===== config.mk =====
export PLATFORM = sky130hd
export DESIGN_NAME = median_of_trial_latencies_top
export DESIGN_NICKNAME = d
export VERILOG_FILES = /design/src/rtl/mtl_pkg.sv /design/src/rtl/median_of_trial_latencies_top.sv /design/src/rtl/mtl_ram.sv /design/src/rtl/mtl_insert.sv
export SDC_FILE = /design/constraint.sdc
export NUM_CORES = 1
export LEC_CHECK = 0
export BUFFER_PORTS_ARGS = -buffer_cell sky130_fd_sc_hd__buf_2
export CELL_PAD_IN_SITES_DETAIL_PLACEMENT = 0
export CELL_PAD_IN_SITES_GLOBAL_PLACEMENT = 1
export CORE_AREA = 10 10 228 446
export CTS_CLUSTER_SIZE = 20
export DETAILED_ROUTE_END_ITERATION = 16
export DIE_AREA = 0 0 238 456
export PLACE_DENSITY_LB_ADDON = 0.1
export RECOVER_POWER = 25
export SKIP_CTS_REPAIR_TIMING = 1
export SKIP_LAST_GASP = 1
export SYNTH_ARGS = -nofsm -noshare
export SYNTH_HDL_FRONTEND = slang
export SYNTH_SLANG_ARGS = --single-unit

===== constraint.sdc =====
create_clock -name i_clk -period 9.94 [get_ports i_clk]
set_input_delay 0.994 -clock i_clk [delete_from_list [all_inputs] [get_ports i_clk]]
set_output_delay 0.994 -clock i_clk [all_outputs]
set_load 0.03 [all_outputs]

===== src/rtl/mtl_pkg.sv =====
// Shared types and constants of the running median block.
`timescale 1ns / 1ps

package mtl_pkg;

    // Width of one latency sample and of the median.
    localparam int unsigned SAMPLE_W = 32;
    // Width of the probe index on the result stream.
    localparam int unsigned PROBE_W  = 6;
    // Width of the packed result word: median and probe index, padded to bytes.
    localparam int unsigned RES_W    = ((SAMPLE_W + PROBE_W + 7) / 8) * 8;

    // Completion of one group, passed from the insertion engine to the top level.
    typedef struct packed {
        logic                valid;
        logic [SAMPLE_W-1:0] median;
    } t_result;

endpackage


===== src/rtl/median_of_trial_latencies_top.sv =====
// Top level of the running median block: stream ports, group counter, result register.
`timescale 1ns / 1ps

// Each request on the input stream carries one 32-bit unsigned latency sample,
// which is inserted into an ascending sorted store of TRIALS entries held in a
// single-port-write, registered-read RAM. A single comparator walks down the
// store one entry per cycle while ready stays low, so no new sample is taken
// until the last one is placed; the first sample of a group goes straight in.
// Once the TRIALS-th sample of a group is placed, the block reads the middle entry
// (position TRIALS/2, the upper middle for even TRIALS) into the output
// register, which holds the median and the group's probe index until taken.
// The probe index wraps to zero after MAX_GROUPS groups. If the previous
// result has not been taken when a group completes, the block waits for it.
module median_of_trial_latencies_top #(
    parameter int unsigned TRIALS     = 33,
    parameter int unsigned MAX_GROUPS = 64
) (
    input  logic                         i_clk,
    input  logic                         i_rst_n,
    input  logic                         s_axis_tvalid,
    output logic                         s_axis_tready,
    // Fields from bit 0: sample[31:0].
    input  logic [mtl_pkg::SAMPLE_W-1:0] s_axis_tdata,
    output logic                         m_axis_tvalid,
    input  logic                         m_axis_tready,
    // Fields from bit 0: median[31:0], probe_index[37:32], zero padding[39:38].
    output logic [mtl_pkg::RES_W-1:0]    m_axis_tdata
);

    localparam int unsigned AW = (TRIALS > 1) ? $clog2(TRIALS) : 1;
    localparam logic [mtl_pkg::PROBE_W-1:0] LAST_GROUP = mtl_pkg::PROBE_W'(MAX_GROUPS - 1);

    mtl_pkg::t_result                w_res;
    logic                            r_out_valid;
    logic [mtl_pkg::SAMPLE_W-1:0]    r_median;
    logic [mtl_pkg::PROBE_W-1:0]     r_probe;
    logic [mtl_pkg::PROBE_W-1:0]     r_group, n_group;

    mtl_insert #(
        .TRIALS (TRIALS),
        .AW     (AW)
    ) u_insert (
        .i_clk      (i_clk),
        .i_rst_n    (i_rst_n),
        .i_valid    (s_axis_tvalid),
        .o_ready    (s_axis_tready),
        .i_sample   (s_axis_tdata),
        .i_out_free (!r_out_valid),
        .o_res      (w_res)
    );

    // Group counter wraps after the last group.
    assign n_group = (r_group == LAST_GROUP) ? '0 : r_group + mtl_pkg::PROBE_W'(1);

    // Output register and group counter.
    always_ff @(posedge i_clk) begin
        if (!i_rst_n) begin
            r_out_valid <= 1'b0;
            r_group     <= '0;
        end else begin
            if (w_res.valid) begin
                r_out_valid <= 1'b1;
                r_group     <= n_group;
            end else if (m_axis_tready) begin
                r_out_valid <= 1'b0;
            end
        end
    end

    // Result payload.
    always_ff @(posedge i_clk) begin
        if (w_res.valid) begin
            r_median <= w_res.median;
            r_probe  <= r_group;
        end
    end

    assign m_axis_tvalid = r_out_valid;
    assign m_axis_tdata  = {{(mtl_pkg::RES_W - mtl_pkg::SAMPLE_W - mtl_pkg::PROBE_W){1'b0}},
                            r_probe, r_median};

    // A result is only produced into an empty output register.
    a_res_into_free: assert property (@(posedge i_clk) disable iff (!i_rst_n)
        w_res.valid |-> !r_out_valid)
        else $error("result produced while output register full");

    // A waiting result stays offered and unchanged until it is taken.
    a_out_hold: assert property (@(posedge i_clk) disable iff (!i_rst_n)
        (m_axis_tvalid && !m_axis_tready) |=> (m_axis_tvalid && $stable(m_axis_tdata)))
        else $error("waiting result dropped or changed before it was taken");

    // A produced result carries the group number current at completion.
    a_probe_tag: assert property (@(posedge i_clk) disable iff (!i_rst_n)
        w_res.valid |=> (m_axis_tvalid && r_probe == $past(r_group)))
        else $error("result not registered with its group number");

endmodule


===== src/rtl/mtl_ram.sv =====
// Generic single-write, single-read RAM with registered read data.
`timescale 1ns / 1ps

module mtl_ram #(
    parameter int unsigned WIDTH = 32,
    parameter int unsigned DEPTH = 33,
    parameter int unsigned AW    = (DEPTH > 1) ? $clog2(DEPTH) : 1
) (
    input  logic             i_clk,
    input  logic             i_we,
    input  logic [AW-1:0]    i_waddr,
    input  logic [WIDTH-1:0] i_wdata,
    input  logic [AW-1:0]    i_raddr,
    output logic [WIDTH-1:0] o_rdata
);

    logic [WIDTH-1:0] r_mem [DEPTH];
    logic [WIDTH-1:0] r_rdata;

    // Write port and registered read port.
    always_ff @(posedge i_clk) begin
        if (i_we) begin
            r_mem[i_waddr] <= i_wdata;
        end
        r_rdata <= r_mem[i_raddr];
    end

    assign o_rdata = r_rdata;

endmodule


===== src/rtl/mtl_insert.sv =====
// Insertion sort engine: one compare unit stepping through the sorted store.
`timescale 1ns / 1ps

module mtl_insert #(
    parameter int unsigned TRIALS = 33,
    parameter int unsigned AW     = (TRIALS > 1) ? $clog2(TRIALS) : 1
) (
    input  logic                          i_clk,
    input  logic                          i_rst_n,
    input  logic                          i_valid,
    output logic                          o_ready,
    input  logic [mtl_pkg::SAMPLE_W-1:0]  i_sample,
    input  logic                          i_out_free,
    output mtl_pkg::t_result              o_res
);

    localparam logic [AW-1:0] LAST_POS = AW'(TRIALS - 1);
    localparam logic [AW-1:0] MID_POS  = AW'(TRIALS / 2);

    typedef enum logic [4:0] {
        S_IDLE  = 5'b00001,
        S_SHIFT = 5'b00010,
        S_PLACE = 5'b00100,
        S_MEDRD = 5'b01000,
        S_MEDLD = 5'b10000
    } t_state;

    t_state                       r_state, n_state;
    logic [AW-1:0]                r_fill, n_fill;
    logic [AW-1:0]                r_pos, n_pos;
    logic [mtl_pkg::SAMPLE_W-1:0] r_sample, n_sample;

    logic                         w_we;
    logic [AW-1:0]                w_waddr;
    logic [mtl_pkg::SAMPLE_W-1:0] w_wdata;
    logic [AW-1:0]                w_raddr;
    logic [mtl_pkg::SAMPLE_W-1:0] w_rdata;
    logic                         w_last;

    mtl_ram #(
        .WIDTH (mtl_pkg::SAMPLE_W),
        .DEPTH (TRIALS),
        .AW    (AW)
    ) u_store (
        .i_clk   (i_clk),
        .i_we    (w_we),
        .i_waddr (w_waddr),
        .i_wdata (w_wdata),
        .i_raddr (w_raddr),
        .o_rdata (w_rdata)
    );

    // The sample being placed completes the group.
    assign w_last = (r_fill == LAST_POS);

    // Sequencer: each step compares one stored entry with the new sample and
    // either moves that entry up by one place or drops the sample in.
    always_comb begin
        n_state      = r_state;
        n_fill       = r_fill;
        n_pos        = r_pos;
        n_sample     = r_sample;
        w_we         = 1'b0;
        w_waddr      = r_pos;
        w_wdata      = r_sample;
        w_raddr      = r_pos - AW'(1);
        o_ready      = 1'b0;
        o_res.valid  = 1'b0;
        o_res.median = w_rdata;
        case (r_state)
            S_IDLE: begin
                o_ready = 1'b1;
                if (i_valid) begin
                    n_sample = i_sample;
                    n_pos    = r_fill;
                    w_raddr  = r_fill - AW'(1);
                    if (r_fill == '0) begin
                        // Empty store: the sample goes straight to the bottom.
                        w_we    = 1'b1;
                        w_waddr = '0;
                        w_wdata = i_sample;
                        if (w_last) begin
                            n_fill  = '0;
                            n_state = S_MEDRD;
                        end else begin
                            n_fill  = r_fill + AW'(1);
                        end
                    end else begin
                        n_state = S_SHIFT;
                    end
                end
            end
            S_SHIFT: begin
                w_we = 1'b1;
                if (w_rdata > r_sample) begin
                    // Entry below is larger: move it up and look one lower.
                    w_wdata = w_rdata;
                    n_pos   = r_pos - AW'(1);
                    w_raddr = r_pos - AW'(1) - AW'(1);
                    if (r_pos == AW'(1)) begin
                        n_state = S_PLACE;
                    end
                end else begin
                    // Entry below is not larger: the sample belongs here.
                    if (w_last) begin
                        n_fill  = '0;
                        n_state = S_MEDRD;
                    end else begin
                        n_fill  = r_fill + AW'(1);
                        n_state = S_IDLE;
                    end
                end
            end
            S_PLACE: begin
                w_we = 1'b1;
                if (w_last) begin
                    n_fill  = '0;
                    n_state = S_MEDRD;
                end else begin
                    n_fill  = r_fill + AW'(1);
                    n_state = S_IDLE;
                end
            end
            S_MEDRD: begin
                // Wait for the output register, then fetch the middle entry.
                w_raddr = MID_POS;
                if (i_out_free) begin
                    n_state = S_MEDLD;
                end
            end
            S_MEDLD: begin
                o_res.valid = 1'b1;
                n_state     = S_IDLE;
            end
            default: begin
                n_state = S_IDLE;
            end
        endcase
    end

    // Control registers.
    always_ff @(posedge i_clk) begin
        if (!i_rst_n) begin
            r_state <= S_IDLE;
            r_fill  <= '0;
        end else begin
            r_state <= n_state;
            r_fill  <= n_fill;
        end
    end

    // Working registers of the current insertion.
    always_ff @(posedge i_clk) begin
        r_pos    <= n_pos;
        r_sample <= n_sample;
    end

endmodule

==> impl_metrics.ini, run 1 <==
[status]
status = finished, violations left
violations = capacitance limit, slew limit

[synth]
ys_ff_latch = 1182
syn_avg_cell_area_um2 = 14.9
yosys.area_share.simple_pct = 10.8
synth_fa_ha_area_share_pct = 1.07
synth_flop_cell = edfxtp_1
synthCells = 3148
synth_edf_count = 1132
muxShareOfSynthArea_pct = 4.85
ys_warn_count = 0
synthArstFlopShare_pct = 0
synth_top_family_by_area = simple AND/OR/NAND/NOR gates
ys_types = 74
synth-xor-area-share_pct = 0.356
synth_compound_area_share_pct = 5.78
ys_seq_area_share_pct = 74.8
syn_area_mm2 = 0.0468

[grt]
grt_pass1_vias = 28300
grt_util_met1_pct = 29.5
grtUsageMet3_pct = 3.52
grt_pass1_wl_um = 203000
grt_max_degree = 107
overflow = 0
gr-max-usage-layer = met2
antenna_found_initial = 3
grt_use_total_pct = 26.2
grt_util_met2_pct = 47.2

[setup_path]
cp_slowest_stage_delay_ns = 1.83
rr_endpoint = u_insert.u_store.o_rdata[26]
r2r_setup_slack_ns = 2.83
worst-setup-path-type = reg2reg
cpLargestDelayFamily = simple AND/OR/NAND/NOR gates
ff2ff_path_depth = 13
r2r-start = u_insert.r_state[4]
critPathArrivalTime_ns = 7.70
cp_slowest_cell = clkbuf_1
end_kind = flip-flop
cp_cell_sequence = nor4_1 -> nand3_1 -> inv_1 -> clkbuf_1 -> a31o_2 -> a221oi_2 -> nand2_1 -> buf_4 -> nand2_1 -> nor2_4 -> nand3_1 -> o2111ai_1 -> o21ai_1
critical_path_buf_inv_count = 3
worst-path-max-fanout = 34
required_ns = 10.53
crit_path_start_kind = flip-flop

[routing]
vias = 28100
antenna_violating_nets_post_route = 0
drt_iter0_drc = 2751
wirelength_um = 143000
drt_drc_violations_left = 0
wl_per_cell_um = 31.6
dr.pass1.iters = 5
vias_per_cell = 6.22

[layout]
final_cell_mix = edfxtp_1, nand2_1, nand3_1
n_fill_cell = 7637
nets = 3300
area_delta_synth_final_pct = 11.1
drive_above_1_share_pct = 11.5
final_common_cell = edfxtp_1
multi_input_area_mm2 = 0.0110
seqCellArea_mm2 = 0.0350

[timing]
max_freq_mhz = 141
rsz0062_at_grt = no
fin_skew_ns = 0.0503
period_needed_ns = 7.11
setup_viol = 0
setup_ws_ns = 2.83
maxSlewHeadroom_pct = -137
tightest_slew_ns = 3.56
min_period_over_period_pct = 71.6
hold_viol = 0
drv_slew = 506
final.setup.tns_ns = 0

[floorplanning]
io_pins = 78
die_h_um = 456
die_area_mm2 = 0.109
fp-row-count = 159
initial_core_util_pct = 49.7
die_w_um = 238
fp.coreArea_mm2 = 0.0941

[power_and_ir_drop]
peakVddDrop_uv = 381
comb_power_share_pct = 42.0
p_clk_share_pct = 22.2
pwr-share-seq_pct = 35.8
p_leak_nw = 17.2
powerDensity_mw_per_mm2 = 358
swShare_pct = 41.5
p_sw_mw = 7.72
internal-power_mw = 10.9

[worst_hold_path]
hold_start = u_insert.u_store.r_mem[32][14]
hold_class = reg2reg
whs_path_depth = 2
holdPathEnd = u_insert.u_store.o_rdata[14]

[cts]
cts_buffers = 102
htreeDepth = 3
clock_path_buffers = 3
cts_tree = built
clkSlewWorstSetupHoldPaths_ns = 0.07
worstSkewPairLatency_ns = 0.73
cts.root.buffer_cell = clkbuf_16
clkSinkCount = 1182

[job]
cap_violations = 18

[placement]
gp_congestion = 0.889
dpl.hpwl_um = 83000
place_ws_ns = 4.22
portBuffers = 75
-- worst register-to-register path: stages, from the launching register on --
cell	delay [ns]
dfxtp_1	0.39
nor4_1	0.59
nand3_1	0.41
inv_1	0.13
clkbuf_1	1.83
a31o_2	0.42
a221oi_2	0.11
nand2_1	0.17
buf_4	0.51
nand2_1	0.84
nor2_4	1.10
nand3_1	0.26
o2111ai_1	0.18
o21ai_1	0.08
-- logic make-up after synthesis --
kind of cell,count (synthesis)
AO/OA/AOI/OAI,395
XOR/XNOR,19
adder cells (fa/ha/maj),40
buffers and inverters,222
flip-flops,1182
multiplexers,116
other,1
AND/OR/NAND/NOR,1173
-- power by group through the flow --
stage / Combinational (mW) / Sequential (mW) / Clock, mW
3_5_place_dp: 7.85 / 6.75 / 0
4_1_cts: 7.87 / 6.65 / 4.19
3_3_place_gp: 7.77 / 6.74 / 0
2_1_floorplan: 5.04 / 6.58 / 0
5_1_grt: 8.38 / 6.66 / 4.39
6_report: 7.82 / 6.65 / 4.14
-- metrics by stage --
step / area, um^2 / hold WS (ns) / instances / power [mW] / utilization [%]
floorplan: 46800 / 0.408 / 3149 / 11.6 / -
global placement: 48700 / 0.433 / 4327 / 14.5 / 51.8
detailed placement: 48700 / 0.458 / 4327 / 14.6 / 51.8
CTS: 52200 / 0.429 / 4520 / 18.7 / 55.4
global route: 51900 / 0.467 / 4521 / 19.4 / 55.2
finish: 51900 / 0.463 / 4521 / 18.6 / 55.2
-- Yosys cell counts, types with 39 or more instances --
cell | instances | area share, %
nand3_1 | 222 | 2.4
a31oi_1 | 46 | 0.62
ha_1 | 40 | 1.1
dfxtp_1 | 50 | 2.1
clkbuf_1 | 71 | 0.57
nand2_1 | 717 | 5.8
a22oi_1 | 99 | 1.6
buf_2 | 83 | 0.89
a21oi_1 | 100 | 1.1
edfxtp_1 | 1132 | 73
nor2_1 | 107 | 0.86
mux4_2 | 87 | 4.2
inv_1 | 39 | 0.31
-- layout make-up --
| type | count | share of cell area, % |
|---|---|---|
| antenna | 1 | 0.00482 |
| clock buffer | 120 | 5.13 |
| clock inverter | 73 | 1.51 |
| inverter | 39 | 0.282 |
| multi-input combinational | 1745 | 21.1 |
| sequential | 1182 | 67.4 |
| tap | 1207 | 2.91 |
| timing repair buffer | 154 | 1.66 |
-- state kept, by name, indices dropped and copies added (netlist names) --
signal,cells
u_insert.u_store.r_mem,1056
r_median,32
u_insert.r_sample,32
u_insert.u_store.o_rdata,32
r_group,6
r_probe,6
u_insert.r_fill,6
u_insert.r_pos,6
u_insert.r_state,5
m_axis_tvalid,1
-- worst max path at each step --
stage | startpoint | end | slack [ns] | depth (start not counted)
after floorplan | s_axis_tvalid | u_insert.u_store.r_mem[32][0] | 5.22 | 6
after global placement | s_axis_tvalid | u_insert.u_store.o_rdata[8] | 4.31 | 13
after detailed placement | u_insert.u_store.o_rdata[23] | u_insert.u_store.o_rdata[6] | 4.22 | 14
after CTS | u_insert.u_store.o_rdata[23] | u_insert.u_store.o_rdata[6] | 4.21 | 14
after global routing | u_insert.r_state[4] | u_insert.u_store.o_rdata[27] | 2.68 | 13
final | u_insert.r_state[4] | u_insert.u_store.o_rdata[26] | 2.83 | 13
-- metal layers --
layer	up-vias	part of all wire [%]	routed length [um]
li1	12000	-	-
met5	-	0.0091	13
met4	2	5.6	7950
met1	14600	35	50400
met3	299	5.9	8390
met2	1198	53	76100
Power figures use the tool's default switching activity.
==> inputs of run 2 (changes only) <==
clock period = 6.6 ns   (was 9.94 ns; I/O delays follow)
==> impl_metrics.ini, run 2 (synthesis gave the netlist of run 1 again) <==
[layout]
largest_register = u_insert.u_store.r_mem
final_core_util_pct = 55.4
seqCellArea_mm2 = 0.0350
n_antenna_cell = 0
area_delta_synth_final_pct = 11.5
nets = 3334
drive_above_1_share_pct = 11.9
largest_reg_flops = 1056
n_fill_cell = 7670
multi_input_area_mm2 = 0.0109
final_cell_mix = edfxtp_1, nand2_1, nand3_1
final_common_cell = edfxtp_1

[power_and_ir_drop]
peakVddDrop_uv = 494
p_leak_nw = 17.4
powerDensity_mw_per_mm2 = 544

[job]
cap_violations = 23

[routing]
dr.pass1.iters = 7
vias = 28100
antenna_violating_nets_post_route = 0
drt_iter0_drc = 2402
drt_drc_violations_left = 0
wl_per_cell_um = 31.5
wirelength_um = 143000
vias_per_cell = 6.19

[setup_path]
worst-path-max-fanout = 18
cp_slowest_cell = nor2_1
critical_path_buf_inv_count = 2
crit_path_start_kind = flip-flop
cp_cell_sequence = nor4_1 -> nand3_1 -> nor2_4 -> nor2_1 -> clkbuf_1 -> nor2_1 -> buf_4
end_kind = flip-flop
critPathArrivalTime_ns = 6.22
cpLargestDelayFamily = simple AND/OR/NAND/NOR gates
cp_slowest_stage_delay_ns = 2.47
required_ns = 6.97
worst-setup-path-type = reg2reg
cp_common_cell = nor2_1

[grt]
grt_pass1_vias = 28700
overflow = 0
antenna_found_initial = 0
grt_max_degree = 90
grt_pass1_wl_um = 204000
grt_use_total_pct = 26.3

[status]
status = finished, violations left
violations = capacitance limit, slew limit

[floorplanning]
initial_core_util_pct = 49.7
fp.coreArea_mm2 = 0.0941
fp-row-count = 159
die_w_um = 238
die_h_um = 456
io_pins = 78
die_area_mm2 = 0.109

[cts]
htreeDepth = 3
worstSkewPairLatency_ns = 0.71
clkSlewWorstSetupHoldPaths_ns = 0.07
cts_buffers = 99
cts.root.buffer_cell = clkbuf_16
cts_tree = built
clkSinkCount = 1182
clock_path_buffers = 3

[placement]
dpl.hpwl_um = 90400
portBuffers = 75
gp_congestion = 0.903

[timing]
setup_viol = 0
drv_slew = 465
max_freq_mhz = 171
fin_skew_ns = 0.0260
rsz0062_at_grt = no
tightest_slew_ns = 3.46
final.setup.tns_ns = 0
hold_viol = 0
min_period_over_period_pct = 88.8
maxSlewHeadroom_pct = -131
period_needed_ns = 5.86

[worst_hold_path]
hold_class = in2reg
## run 2: cell types whose count changed in the layout (fill, tap and decap cells not counted), moves of 5 or more
| cell | before | now |
|---|---|---|
| buf_12 | 2 | 10 |
| nor2_1 | 78 | 85 |
| nor2_2 | 1 | 6 |
| clkinv_2 | 23 | 12 |
| clkinvlp_4 | 9 | 2 |
| buf_4 | 63 | 99 |
| nor2_4 | 31 | 19 |
## run 2: through the flow
step	hold slack (ns)	power (mW)	instances	setup slack (ns)	cell area, um^2
after floorplan	0.408	17.5	3149	2.21	46800
after global placement	0.423	22.2	4364	1.31	49100
after detailed placement	0.423	22.4	4364	1.29	49100
after CTS	0.106	28.5	4543	1.28	52400
after global routing	0.122	29.6	4543	0.593	52100
final	0.148	28.4	4543	0.742	52100
## run 2: cell type report
class                           instances  area share (%)
Clock buffer                          124            5.13
Clock inverter                         55            1.25
Multi-Input combinational cell       1745            20.9
Timing Repair Buffer                  191            2.42
Sequential cell                      1182            67.1
Inverter                               39           0.281
Tap cell                             1207            2.90
## run 2: final timing paths
check | startpoint | endpoint | slack (ns) | cells past startpoint
max | u_insert.r_state[4] | u_insert.u_store.r_mem[7][27] | 0.74 | 7
min | s_axis_tdata[9] | u_insert.r_sample[9] | 0.15 | 1
max reg2reg | u_insert.r_state[4] | u_insert.u_store.r_mem[7][27] | 0.74 | 7
min reg2reg | u_insert.u_store.o_rdata[0] | r_median[0] | 0.43 | 0
## run 2: power breakdown
| part | switching [mW] | internal, mW |
|---|---|---|
| logic | 8.74 | 3.56 |
| clock network | 2.68 | 3.45 |
| registers | 0.267 | 9.65 |
## run 2: metal layers
layer | wire length (um) | track usage (%)
met5 | 0 | 0
met3 | 8040 | 3.59
met2 | 75600 | 47.2
met4 | 8220 | 14.1
met1 | 51400 | 29.8
